## config.mk

```make
export PLATFORM = sky130hd
export DESIGN_NAME = sorted_deadline_timer_queue
export DESIGN_NICKNAME = d
export VERILOG_FILES = /design/src/hdl/sdtq_pkg.sv /design/src/hdl/sdtq_ram.sv /design/src/hdl/sorted_deadline_timer_queue.sv
export SDC_FILE = /design/constraint.sdc
export NUM_CORES = 2
export LEC_CHECK = 0
export BUFFER_PORTS_ARGS = -buffer_cell sky130_fd_sc_hd__buf_2
export CORE_ASPECT_RATIO = 1.75
export CORE_MARGIN = 5
export CORE_UTILIZATION = 35
export CTS_CLUSTER_DIAMETER = 60
export DETAILED_ROUTE_END_ITERATION = 10
export PLACE_DENSITY = 0.5
export REMOVE_ABC_BUFFERS = 1
export SYNTH_ARGS = -nofsm -noshare
export SYNTH_HDL_FRONTEND = slang
export SYNTH_SLANG_ARGS = --single-unit
```

## constraint.sdc

```tcl
create_clock -name clk -period 8.1 [get_ports clk]
set_input_delay 1.62 -clock clk [delete_from_list [all_inputs] [get_ports clk]]
set_output_delay 1.62 -clock clk [all_outputs]
set_load 0.005 [all_outputs]
```

## src/hdl/sdtq_pkg.sv

```systemverilog
// Package: types, status codes and sizing constants for the sorted timer queue.
package sdtq_pkg;

    localparam int QUEUE_DEPTH_DEF   = 16;
    localparam int TIMER_HANDLES_DEF = 64;
    localparam int DL_W = 64;
    localparam int ID_W = 6;

    localparam logic [1:0] MODE_ADD    = 2'd0;
    localparam logic [1:0] MODE_REMOVE = 2'd1;
    localparam logic [1:0] MODE_CHECK  = 2'd2;

    localparam logic [2:0] ST_DONE    = 3'd0;
    localparam logic [2:0] ST_EXPIRED = 3'd1;
    localparam logic [2:0] ST_NONE    = 3'd2;
    localparam logic [2:0] ST_FULL    = 3'd3;
    localparam logic [2:0] ST_NOTQ    = 3'd4;
    localparam logic [2:0] ST_ALREADY = 3'd5;

    typedef struct packed {
        logic [1:0]  mode;
        logic        clock_sel;
        logic [5:0]  timer_id;
        logic [33:0] deadline_sec;
        logic [29:0] deadline_nsec;
        logic [33:0] now_real_sec;
        logic [29:0] now_real_nsec;
        logic [33:0] now_mono_sec;
        logic [29:0] now_mono_nsec;
    } sdtq_in_t;

    typedef struct packed {
        logic [5:0] timer_id_res;
        logic       clock_sel_res;
        logic [2:0] status;
        logic       last;
    } sdtq_out_t;

endpackage

```

## src/hdl/sdtq_ram.sv

```systemverilog
// Generic single-port-write, single-read RAM with registered read data.
module sdtq_ram #(
    parameter int WIDTH = 8,
    parameter int DEPTH = 16
) (
    input  logic                     clk,
    input  logic                     we,
    input  logic [$clog2(DEPTH)-1:0] waddr,
    input  logic [WIDTH-1:0]         wdata,
    input  logic [$clog2(DEPTH)-1:0] raddr,
    output logic [WIDTH-1:0]         rdata
);
    logic [WIDTH-1:0] mem [DEPTH];

    always_ff @(posedge clk)
    begin
        if (we)
        begin
            mem[waddr] <= wdata;
        end
        rdata <= mem[raddr];
    end
endmodule

```

## src/hdl/sorted_deadline_timer_queue.sv

```systemverilog
// Top level: two deadline-sorted timer queues held in one slot memory.
//
// Usage: one input channel (in_valid/in_ready, payload in_data) carries add,
// remove and check commands; one output channel (out_valid/out_ready, payload
// out_data) returns result beats. Add and remove commands give one
// beat; invalid commands give none. Check gives one beat per expired timer
// (realtime queue first, then monotonic), or a single "none expired" beat;
// the final beat has last set. One command is worked at a time; the next is
// taken only after the previous result beat has left the output register.
// Each queue slot is a memory word holding {handle, deadline}; search and
// shift touch one entry at a time, in a read state followed by a compare or
// a write at the neighbor, since the memory read port is registered.
// Reset clears the queue counts and the per-handle flags at once; slot memory
// contents are don't care until written, so no clearing pass is needed.
// When out_ready is low the result beat waits in the output register and the
// sequencer stalls; no beat is lost.
module sorted_deadline_timer_queue #(
    parameter int QUEUE_DEPTH   = sdtq_pkg::QUEUE_DEPTH_DEF,
    parameter int TIMER_HANDLES = sdtq_pkg::TIMER_HANDLES_DEF
) (
    input  logic                clk,
    input  logic                rst_n,
    input  logic                in_valid,
    output logic                in_ready,
    input  sdtq_pkg::sdtq_in_t  in_data,
    output logic                out_valid,
    input  logic                out_ready,
    output sdtq_pkg::sdtq_out_t out_data
);
    import sdtq_pkg::*;

    localparam int QW = $clog2(QUEUE_DEPTH);
    localparam int AW = QW + 1;
    localparam int CW = $clog2(QUEUE_DEPTH + 1);
    localparam int WW = ID_W + DL_W;
    localparam int HW = $clog2(TIMER_HANDLES);

    localparam logic [3:0] S_IDLE   = 4'd0;
    localparam logic [3:0] S_SCANR  = 4'd1; // insert: search read
    localparam logic [3:0] S_SCANC  = 4'd2; // insert: compare
    localparam logic [3:0] S_SHR    = 4'd3; // shift-up read
    localparam logic [3:0] S_SHW    = 4'd4; // shift-up write
    localparam logic [3:0] S_FINDR  = 4'd5; // remove: search read
    localparam logic [3:0] S_FINDC  = 4'd6;
    localparam logic [3:0] S_DNR    = 4'd7; // shift-down read
    localparam logic [3:0] S_DNW    = 4'd8;
    localparam logic [3:0] S_HEADR  = 4'd9; // check: read head
    localparam logic [3:0] S_HEADC  = 4'd10;
    localparam logic [3:0] S_EMIT   = 4'd11;
    localparam logic [3:0] S_NEXTQ  = 4'd12;

    logic [3:0]  state_reg, state_next;
    sdtq_in_t    cmd_reg, cmd_next;
    logic        q_reg, q_next;
    logic [CW-1:0] idx_reg, idx_next;
    logic [CW-1:0] pos_reg, pos_next; // insert slot
    logic [CW-1:0] cnt_reg [2];
    logic [CW-1:0] cnt_next [2];
    logic [TIMER_HANDLES-1:0] queued_reg, queued_next;
    logic [TIMER_HANDLES-1:0] clkof_reg, clkof_next;
    logic        popped_reg, popped_next;
    logic [ID_W-1:0] pop_id_reg, pop_id_next;
    logic        ov_reg, ov_next;
    sdtq_out_t   od_reg, od_next;
    logic [WW-1:0] hold_reg, hold_next;
    logic        ret_reg, ret_next; // after shift-down return to check

    logic          we;
    logic [AW-1:0] waddr, raddr;
    logic [WW-1:0] wdata, rdata;

    sdtq_ram #(.WIDTH(WW), .DEPTH(2 ** AW)) u_slots (
        .clk(clk), .we(we), .waddr(waddr), .wdata(wdata),
        .raddr(raddr), .rdata(rdata)
    );

    logic [DL_W-1:0] new_dl, now_dl, rd_dl;
    logic [ID_W-1:0] rd_id;
    logic            id_ok;
    logic [HW-1:0]   hidx;

    assign new_dl = {cmd_reg.deadline_sec, cmd_reg.deadline_nsec};
    assign now_dl = q_reg ? {cmd_reg.now_real_sec, cmd_reg.now_real_nsec}
                          : {cmd_reg.now_mono_sec, cmd_reg.now_mono_nsec};
    assign rd_dl  = rdata[DL_W-1:0];
    assign rd_id  = rdata[WW-1:DL_W];
    assign id_ok  = 32'(cmd_reg.timer_id) < TIMER_HANDLES;
    assign hidx   = id_ok ? HW'(cmd_reg.timer_id) : '0;

    assign in_ready  = (state_reg == S_IDLE) && !ov_reg;
    assign out_valid = ov_reg;
    assign out_data  = od_reg;

    function automatic logic [AW-1:0] slot(input logic q, input logic [CW-1:0] i);
        slot = {q, i[QW-1:0]};
    endfunction

    always_comb
    begin
        state_next  = state_reg;
        cmd_next    = cmd_reg;
        q_next      = q_reg;
        idx_next    = idx_reg;
        pos_next    = pos_reg;
        cnt_next    = cnt_reg;
        queued_next = queued_reg;
        clkof_next  = clkof_reg;
        popped_next = popped_reg;
        pop_id_next = pop_id_reg;
        ov_next     = ov_reg;
        od_next     = od_reg;
        hold_next   = hold_reg;
        ret_next    = ret_reg;
        we    = 1'b0;
        waddr = slot(q_reg, idx_reg);
        wdata = hold_reg;
        raddr = slot(q_reg, idx_reg);

        if (ov_reg && out_ready)
        begin
            ov_next = 1'b0;
        end

        case (state_reg)
            S_IDLE:
            begin
                if (in_valid && in_ready)
                begin
                    cmd_next = in_data;
                    idx_next = '0;
                    popped_next = 1'b0;
                    ret_next = 1'b0;
                    state_next = S_NEXTQ;
                    q_next = in_data.clock_sel;
                    if (in_data.mode == MODE_CHECK)
                    begin
                        q_next = 1'b1;
                        state_next = S_HEADR;
                    end
                    else if (in_data.mode inside {MODE_ADD, MODE_REMOVE})
                    begin
                        state_next = (in_data.mode == MODE_ADD) ? S_SCANR : S_FINDR;
                    end
                    else
                    begin
                        state_next = S_IDLE;
                    end
                end
            end
            S_SCANR:
            begin
                if (!id_ok)
                begin
                    ov_next = 1'b1;
                    od_next = '{cmd_reg.timer_id, cmd_reg.clock_sel, ST_NOTQ, 1'b1};
                    state_next = S_IDLE;
                end
                else if (queued_reg[hidx])
                begin
                    ov_next = 1'b1;
                    od_next = '{cmd_reg.timer_id, cmd_reg.clock_sel, ST_ALREADY, 1'b1};
                    state_next = S_IDLE;
                end
                else if (32'(cnt_reg[q_reg]) >= QUEUE_DEPTH)
                begin
                    ov_next = 1'b1;
                    od_next = '{cmd_reg.timer_id, cmd_reg.clock_sel, ST_FULL, 1'b1};
                    state_next = S_IDLE;
                end
                else if (idx_reg == cnt_reg[q_reg])
                begin
                    // append at the tail, nothing to shift
                    hold_next = {cmd_reg.timer_id, new_dl};
                    pos_next  = cnt_reg[q_reg];
                    idx_next  = cnt_reg[q_reg];
                    state_next = S_SHR;
                end
                else
                begin
                    state_next = S_SCANC;
                end
            end
            S_SCANC:
            begin
                if (new_dl < rd_dl)
                begin
                    hold_next = {cmd_reg.timer_id, new_dl};
                    pos_next  = idx_reg;
                    idx_next  = cnt_reg[q_reg];
                    state_next = S_SHR;
                end
                else
                begin
                    idx_next = idx_reg + 1'b1;
                    state_next = S_SCANR;
                end
            end
            S_SHR:
            begin
                // walk down from the tail until the insert slot is free
                if (idx_reg == pos_reg)
                begin
                    we = 1'b1;
                    waddr = slot(q_reg, idx_reg);
                    wdata = hold_reg;
                    cnt_next[q_reg] = cnt_reg[q_reg] + 1'b1;
                    queued_next[hidx] = 1'b1;
                    clkof_next[hidx] = q_reg;
                    ov_next = 1'b1;
                    od_next = '{cmd_reg.timer_id, q_reg, ST_DONE, 1'b1};
                    state_next = S_IDLE;
                end
                else
                begin
                    raddr = slot(q_reg, idx_reg - 1'b1);
                    state_next = S_SHW;
                end
            end
            S_SHW:
            begin
                we = 1'b1;
                waddr = slot(q_reg, idx_reg);
                wdata = rdata;
                idx_next = idx_reg - 1'b1;
                state_next = S_SHR;
            end
            S_FINDR:
            begin
                if (!id_ok)
                begin
                    ov_next = 1'b1;
                    od_next = '{cmd_reg.timer_id, cmd_reg.clock_sel, ST_NOTQ, 1'b1};
                    state_next = S_IDLE;
                end
                else if (!queued_reg[hidx])
                begin
                    ov_next = 1'b1;
                    od_next = '{cmd_reg.timer_id, clkof_reg[hidx], ST_NOTQ, 1'b1};
                    state_next = S_IDLE;
                end
                else
                begin
                    q_next = clkof_reg[hidx];
                    if (idx_reg >= cnt_reg[clkof_reg[hidx]])
                    begin
                        queued_next[hidx] = 1'b0;
                        ov_next = 1'b1;
                        od_next = '{cmd_reg.timer_id, clkof_reg[hidx], ST_DONE, 1'b1};
                        state_next = S_IDLE;
                    end
                    else
                    begin
                        raddr = slot(clkof_reg[hidx], idx_reg);
                        state_next = S_FINDC;
                    end
                end
            end
            S_FINDC:
            begin
                if (rd_id == cmd_reg.timer_id)
                begin
                    state_next = S_DNR;
                end
                else
                begin
                    idx_next = idx_reg + 1'b1;
                    state_next = S_FINDR;
                end
            end
            S_DNR:
            begin
                if (idx_reg + 1'b1 >= cnt_reg[q_reg])
                begin
                    cnt_next[q_reg] = cnt_reg[q_reg] - 1'b1;
                    if (ret_reg)
                    begin
                        idx_next = '0;
                        state_next = S_HEADR;
                    end
                    else
                    begin
                        queued_next[hidx] = 1'b0;
                        ov_next = 1'b1;
                        od_next = '{cmd_reg.timer_id, q_reg, ST_DONE, 1'b1};
                        state_next = S_IDLE;
                    end
                end
                else
                begin
                    raddr = slot(q_reg, idx_reg + 1'b1);
                    state_next = S_DNW;
                end
            end
            S_DNW:
            begin
                we = 1'b1;
                waddr = slot(q_reg, idx_reg);
                wdata = rdata;
                idx_next = idx_reg + 1'b1;
                state_next = S_DNR;
            end
            S_HEADR:
            begin
                if (!ov_reg || out_ready)
                begin
                    if (cnt_reg[q_reg] == 0)
                    begin
                        state_next = S_NEXTQ;
                    end
                    else
                    begin
                        raddr = slot(q_reg, '0);
                        state_next = S_HEADC;
                    end
                end
            end
            S_HEADC:
            begin
                if (rd_dl <= now_dl)
                begin
                    pop_id_next = rd_id;
                    state_next = S_EMIT;
                end
                else
                begin
                    state_next = S_NEXTQ;
                end
            end
            S_EMIT:
            begin
                // hold the popped beat until we know whether it is the last
                if (popped_reg)
                begin
                    ov_next = 1'b1;
                    od_next = '{hold_reg[ID_W-1:0], hold_reg[ID_W], ST_EXPIRED, 1'b0};
                end
                hold_next = '0;
                hold_next[ID_W-1:0] = pop_id_reg;
                hold_next[ID_W] = q_reg;
                popped_next = 1'b1;
                if (32'(pop_id_reg) < TIMER_HANDLES)
                begin
                    queued_next[HW'(pop_id_reg)] = 1'b0;
                end
                ret_next = 1'b1;
                idx_next = '0;
                state_next = S_DNR;
            end
            S_NEXTQ:
            begin
                if (!ov_reg || out_ready)
                begin
                    if (q_reg)
                    begin
                        q_next = 1'b0;
                        idx_next = '0;
                        state_next = S_HEADR;
                    end
                    else
                    begin
                        ov_next = 1'b1;
                        if (popped_reg)
                        begin
                            od_next = '{hold_reg[ID_W-1:0], hold_reg[ID_W], ST_EXPIRED, 1'b1};
                        end
                        else
                        begin
                            od_next = '{'0, 1'b0, ST_NONE, 1'b1};
                        end
                        state_next = S_IDLE;
                    end
                end
            end
            default:
            begin
                state_next = S_IDLE;
            end
        endcase
    end

    always_ff @(posedge clk or negedge rst_n)
    begin
        if (!rst_n)
        begin
            state_reg  <= S_IDLE;
            cnt_reg[0] <= '0;
            cnt_reg[1] <= '0;
            queued_reg <= '0;
            clkof_reg  <= '0;
            ov_reg     <= 1'b0;
            popped_reg <= 1'b0;
            ret_reg    <= 1'b0;
        end
        else
        begin
            state_reg  <= state_next;
            cnt_reg    <= cnt_next;
            queued_reg <= queued_next;
            clkof_reg  <= clkof_next;
            ov_reg     <= ov_next;
            popped_reg <= popped_next;
            ret_reg    <= ret_next;
        end
    end

    always_ff @(posedge clk)
    begin
        cmd_reg    <= cmd_next;
        q_reg      <= q_next;
        idx_reg    <= idx_next;
        pop_id_reg <= pop_id_next;
        od_reg     <= od_next;
        hold_reg   <= hold_next;
        pos_reg    <= pos_next;
    end

    a_cnt_bound0: assert property (@(posedge clk) disable iff (!rst_n)
        32'(cnt_reg[0]) <= QUEUE_DEPTH) else $error("queue 0 count overflow");
    a_cnt_bound1: assert property (@(posedge clk) disable iff (!rst_n)
        32'(cnt_reg[1]) <= QUEUE_DEPTH) else $error("queue 1 count overflow");
    a_ready_idle: assert property (@(posedge clk) disable iff (!rst_n)
        in_ready |-> state_reg == S_IDLE) else $error("ready outside idle");
    a_hold_beat: assert property (@(posedge clk) disable iff (!rst_n)
        out_valid && !out_ready |=> out_valid && $stable(out_data))
        else $error("result beat dropped");
endmodule

```

Yosys cells after proc, flatten, opt, wreduce, memory -nomap -nowiden
Memory sizes are Yosys's and may differ from the RTL's. A register that Yosys moved wholly into a read port is not among the register bits.
Index checks and enable logic that the tools add are counted.

word-level totals
  register bits = 441
  RAM bits = 2240
  output and inout port bits = 13
  logic and storage cells = 228
  memories = 1

memories
  name         depth  width  read ports  clocked after memory_dff  write ports  RTL line        source
  u_slots.mem  32     70     1           1                         1            sdtq_ram.sv:13  logic [WIDTH-1:0] mem [DEPTH];

operators by class
  add/sub/neg operators = 4
  magnitude comparators = 12
  equality and inequality tests = 36
  mux-type cells = 110
  bitwise gates (word level) = 7
  reductions and logical operators = 34

operators with widths
  operator            count
  $mux 64             6
  $mux 70             5
  $pmux 64 s4         1
  $pmux 70 s3         1
  $and 64x64->64      2
  $not 64->64         2
  $mux 11             11
  $mux 5              20
  $pmux 11 s6         1
  $bwmux 64           1
  $le 64x64->1        1
  $lt 64x64->1        1
  $or 64x64->64       1
  $pmux 4 s12         1
  $pmux 5 s9          1
  $mux 4              11
  $ne 2x2->1 const B  16
  $mux 1              24
  $mux 3              7
  $bwmux 10           2
  $eq 4x4->1 const B  5
  $mux 10             2
  $pmux 10 s2         1
  $pmux 5 s4          1
  45 further kinds    79

Longest topological paths before layout
  word-level depth = 10
  gate-level depth with buffers = 23
  mapped depth without buffers = 17

Cells and area by module
Synthesis repeated with hierarchy kept, for this count alone.

unflattened totals
  cells, all modules = 5477
  area, all modules = 109860.4 sq um

modules (own cells, without submodules)
  module                       times used  cells each  area each (sq um)
  sdtq_ram                     1           3388        86379.1
  sorted_deadline_timer_queue  1           2089        23481.3

Least setup slack after synthesis
Ideal clock, no wire load.

  path type = input-to-reg
  start point = input port in_valid
  end point = register ret_reg
  arrival time = 6.375 ns
  required time = 7.730 ns
  slack = 1.355 ns
  stages = 2
  path through = and2_1 > o21ai_0

between the ends
  longest elaborated chain between the ends = 3

ends and longest elaborated chain
  what                        RTL line                            source
  start: declaration          sorted_deadline_timer_queue.sv:23   input logic in_valid,
  $logic_and 1x1->1           sorted_deadline_timer_queue.sv:127  if (in_valid && in_ready)
  $ne 2x1->1 (no line)        n/a
  $reduce_and 2->1 (no line)  n/a
  end signal: assignment      sorted_deadline_timer_queue.sv:402  ret_reg <= ret_next;
  end: declaration            sorted_deadline_timer_queue.sv:66   logic ret_reg, ret_next;

No other way between the ends.
A chain may end at the register's enable or synchronous reset.

Worst setup path after layout
  start point = register cmd_reg, in the netlist hidx[0]
  end point = register u_slots.rdata[40] (read register of u_slots.mem)

between the ends
  longest elaborated chain between the ends = 10
  elaborated cells on any way between the ends = 12

ends and longest elaborated chain
  what                                       RTL line                                                                source
  start: declaration                         sorted_deadline_timer_queue.sv:53                                       sdtq_in_t cmd_reg, cmd_next;
  start signal: assignment                   sorted_deadline_timer_queue.sv:408                                      cmd_reg <= cmd_next;
  $bmux 1 s6                                 sorted_deadline_timer_queue.sv:244, sorted_deadline_timer_queue.sv:253
  $mux 1 (implied by the code)               sorted_deadline_timer_queue.sv:244, sorted_deadline_timer_queue.sv:253
  $not 1->2 (implied by the code)            sorted_deadline_timer_queue.sv:244                                      if (idx_reg >= cnt_reg[clkof_reg[hidx]])
  $mux 5 (implied by the code) (3 in a row)  sorted_deadline_timer_queue.sv:244
  $ge 5x5->1                                 sorted_deadline_timer_queue.sv:244
  $mux 5                                     sorted_deadline_timer_queue.sv:244
  $mux 5 (*)                                 sorted_deadline_timer_queue.sv:235                                      else if (!queued_reg[hidx])
  $pmux 5 s4 (*)                             sorted_deadline_timer_queue.sv:124                                      case (state_reg)
  end: declaration                           sdtq_ram.sv:11                                                          output logic [WIDTH-1:0] rdata

Every way passes the cells marked *; elsewhere a longest branch is shown, timed or not. The select of a mux whose other input is x is not followed.

==> impl_metrics.py <==
metrics = {
    "outcome": {
        "status": "complete, no violations",
    },
    "synthesis": {
        "synth.area.mux_share_pct": 12.0,
        "synth_fa_ha_area_share_pct": 1.61,
        "synth_seq_area_share_pct": 72.7,
        "synth-compound-area-share_pct": 7.71,
        "synth_area_leaders": "edfxtp_1 68%, mux2i_1 11%, a22oi_1 3.8%, dfrtp_1 3.2%, ha_1 1.6%",
        "synth_seq_cells": 2751,
        "synth_common_cells": "2537 x edfxtp_1, 1212 x mux2i_1, 572 x a22oi_1",
        "synth_flop_cell": "edfxtp_1",
        "avgSynthCellArea_sq_um": 16.5,
        "synth_cells": 6762,
        "yosys.area_share.simple_pct": 3.70,
        "synth.most_common_cell": "edfxtp_1",
        "synth_top_area_cell": "edfxtp_1",
        "yosys_warnings": 0,
        "synth_top_area_share_pct": 68.2,
        "syn-cell-area_sq_mm": 0.112,
        "synth_edf_count": 2537,
        "synth-xor-area-share_pct": 0.196,
        "ys_types": 80,
        "postSynth.asyncResetShare_pct": 5.23,
        "synth_top_family_by_area": "multiplexers",
    },
    "setup_path": {
        "crit_path_start_kind": "flip-flop",
        "reg2reg_slack_ps": 1260,
        "max_stage_delay_ps": 930,
        "worstPathRequired_ps": 8790,
        "endpoint_kind": "flip-flop",
        "crit_chain": "buf_12, mux4_2, mux2i_1, o22a_1, o21ai_1, nor4_4, mux2_2, ha_1, nand2b_1, a21o_1, a21oi_1, o21ai_0, nor3_2, mux2i_1, and2_4, buf_4, a22o_1, a221oi_2",
        "path_max_fanout": 36,
        "crit_path_start": "hidx[0]",
        "r2r_start": "hidx[0]",
        "cpMostUsedCell": "mux2i_1",
        "slowest_stage": "edfxtp_1",
        "reg2reg_depth": 18,
        "cp_data_arrival_time_ps": 7530,
        "rr_endpoint": "u_slots.rdata[40]",
        "path_class": "flip-flop to flip-flop",
    },
    "cts": {
        "post-cts-setup-buffer-count": 0,
        "clock_sinks": 2751,
        "ctsResizeCount": 0,
        "cts_buffers": 275,
        "cts-root-buf": "clkbuf_16",
        "htree_levels": 5,
        "cts_buffer_depth": 4,
        "cts_tree": "built",
        "clkTransAtPathRegs_ps": 60,
        "clk_latency_ps": 890,
        "postCtsHoldBufs": 0,
    },
    "timing": {
        "final.min_clock_period_ps": 6840,
        "skew_ps": 66.3,
        "setup_viol": 0,
        "hold_violations": 0,
        "maxSlewViolCount": 0,
        "fmax_mhz": 146,
        "whs_ps": 493,
        "period_share_pct": 84.5,
        "rsz0062_at_grt": "false",
        "tightest_slew_ps": 1250,
        "setup_tns_ps": 0,
        "slew_headroom_pct": 16.9,
    },
    "floorplanning": {
        "fp.dieArea_sq_mm": 0.331,
        "fp-row-count": 274,
        "core_sq_mm": 0.318,
        "die-height_microns": 757,
        "die_x_microns": 437,
        "start_util_pct": 35.1,
        "io_pins": 218,
    },
    "power": {
        "vdd_drop_max_mv": 0.446,
        "p_leak_nw": 47.2,
        "power_density_mw_per_mm2": 394,
        "p_total_mw": 50.2,
    },
    "detailed_routing": {
        "drtAntennaViolNets": 0,
        "drc": 0,
        "wl_mm": 341,
        "first_iter_violations": 5565,
        "wl_per_cell_microns": 29.9,
        "num_vias": 62247,
        "first_pass_iters": 8,
        "avgViaCountPerCell": 5.44,
    },
    "final_layout": {
        "final_area_sq_mm": 0.127,
        "final_cells": 11432,
        "final_nets": 7427,
        "drive_gt1_share_pct": 14.4,
        "area_growth_pct": 14.0,
        "largest_reg_flops": 2240,
    },
    "placement": {
        "dp_cells": 10941,
        "dpl_cell_area_sq_mm": 0.119,
        "gp_congestion": 0.862,
        "io_buffer_count": 217,
        "dpl.hpwl_mm": 184,
    },
    "worst_hold_path": {
        "holdPathEnd": "clkof_reg[60]",
        "worstHoldStart": "clkof_reg[60]",
        "holdPathStages": 2,
        "min_path_type": "flip-flop to flip-flop",
    },
    "job": {
        "max_cap_violations": 0,
    },
    "grt": {
        "gr-total-overflow": 0,
        "grt_antenna_before_repair": 7,
        "grt_pass1_vias": 63853,
        "gr-usage-all-layers_pct": 20.0,
        "grt_max_degree": 128,
        "grt_pass1_wl_mm": 479,
    },
}
==> power breakdown <==
group	switching (mW)	total, mW	internal [mW]	leakage [nW]
clock	5.51	12.7	7.21	4.30
sequential	0.721	19.7	19.0	25.5
combinational	11.8	17.8	5.93	17.4
==> worst max-delay path: cells and delay by family (launching register included) <==
family / cells / cell delay (ps)
DFF: 1 / 930
buffers and inverters: 2 / 750
AOI/OAI and AO/OA: 7 / 1150
adders and majority gates: 1 / 270
muxes: 4 / 1550
and+or+nand+nor: 4 / 1930
==> metrics by stage <==
stage               setup slack, ps  utilization [%]
floorplan                    -36060                -
CTS                            1240             40.0
global placement               1320             37.3
global route                    991             40.0
detailed placement             1290             37.3
finish                         1260             40.0
==> worst max path at each step <==
stage / end / slack [ps] / cells past startpoint
after floorplan: u_slots.rdata[0] / -36060 / 12
after global placement: u_slots.rdata[40] / 1320 / 18
after detailed placement: u_slots.rdata[40] / 1290 / 18
after CTS: u_slots.rdata[40] / 1240 / 18
after global routing: u_slots.rdata[40] / 990 / 18
final: u_slots.rdata[40] / 1260 / 18
==> per-layer routing <==
metal  track usage, %  share of wire (%)  wire length (microns)  up-vias
met3             2.30                4.4                  15000      555
met1             24.3                 40                 135000    32591
li1                 -                  -                      -    27241
met4             7.09                3.9                  13200        0
met2             36.6                 52                 178000     1860
met5                0                  0                      0        -
==> area by class of cell <==
cell class / count / area [sq um]
timing repair buffer: 420 / 3270
fill: 28950 / 191000
inverter: 88 / 333
clock buffer: 376 / 7560
antenna: 3 / 7.51
clock inverter: 112 / 1200
multi-input combinational: 3542 / 28600
tap: 4140 / 5180
sequential: 2751 / 81200
==> cell usage in the layout (no fill, tap or decap), drive strengths merged, types with 69 or more instances in the layout <==
cell    instances
ha            144
nor2          212
inv            98
a21oi         117
a221oi         80
o21ai         125
mux2           84
buf           420
a22oi         572
o22ai          69
and2           72
dfxtp          70
nand2         448
a22o           80
mux2i        1213
edfxtp       2537
clkinv         80
clkbuf        376
dfrtp         144
==> kinds of logic after synthesis <==
family / count (synthesis)
AO/OA/AOI/OAI: 1146
XOR/XNOR: 25
adder cells (fa/ha/maj): 144
buffers and inverters: 469
flip-flops: 2751
multiplexers: 1311
AND/OR/NAND/NOR: 916
Note: power is estimated with default switching activity, not from simulation.
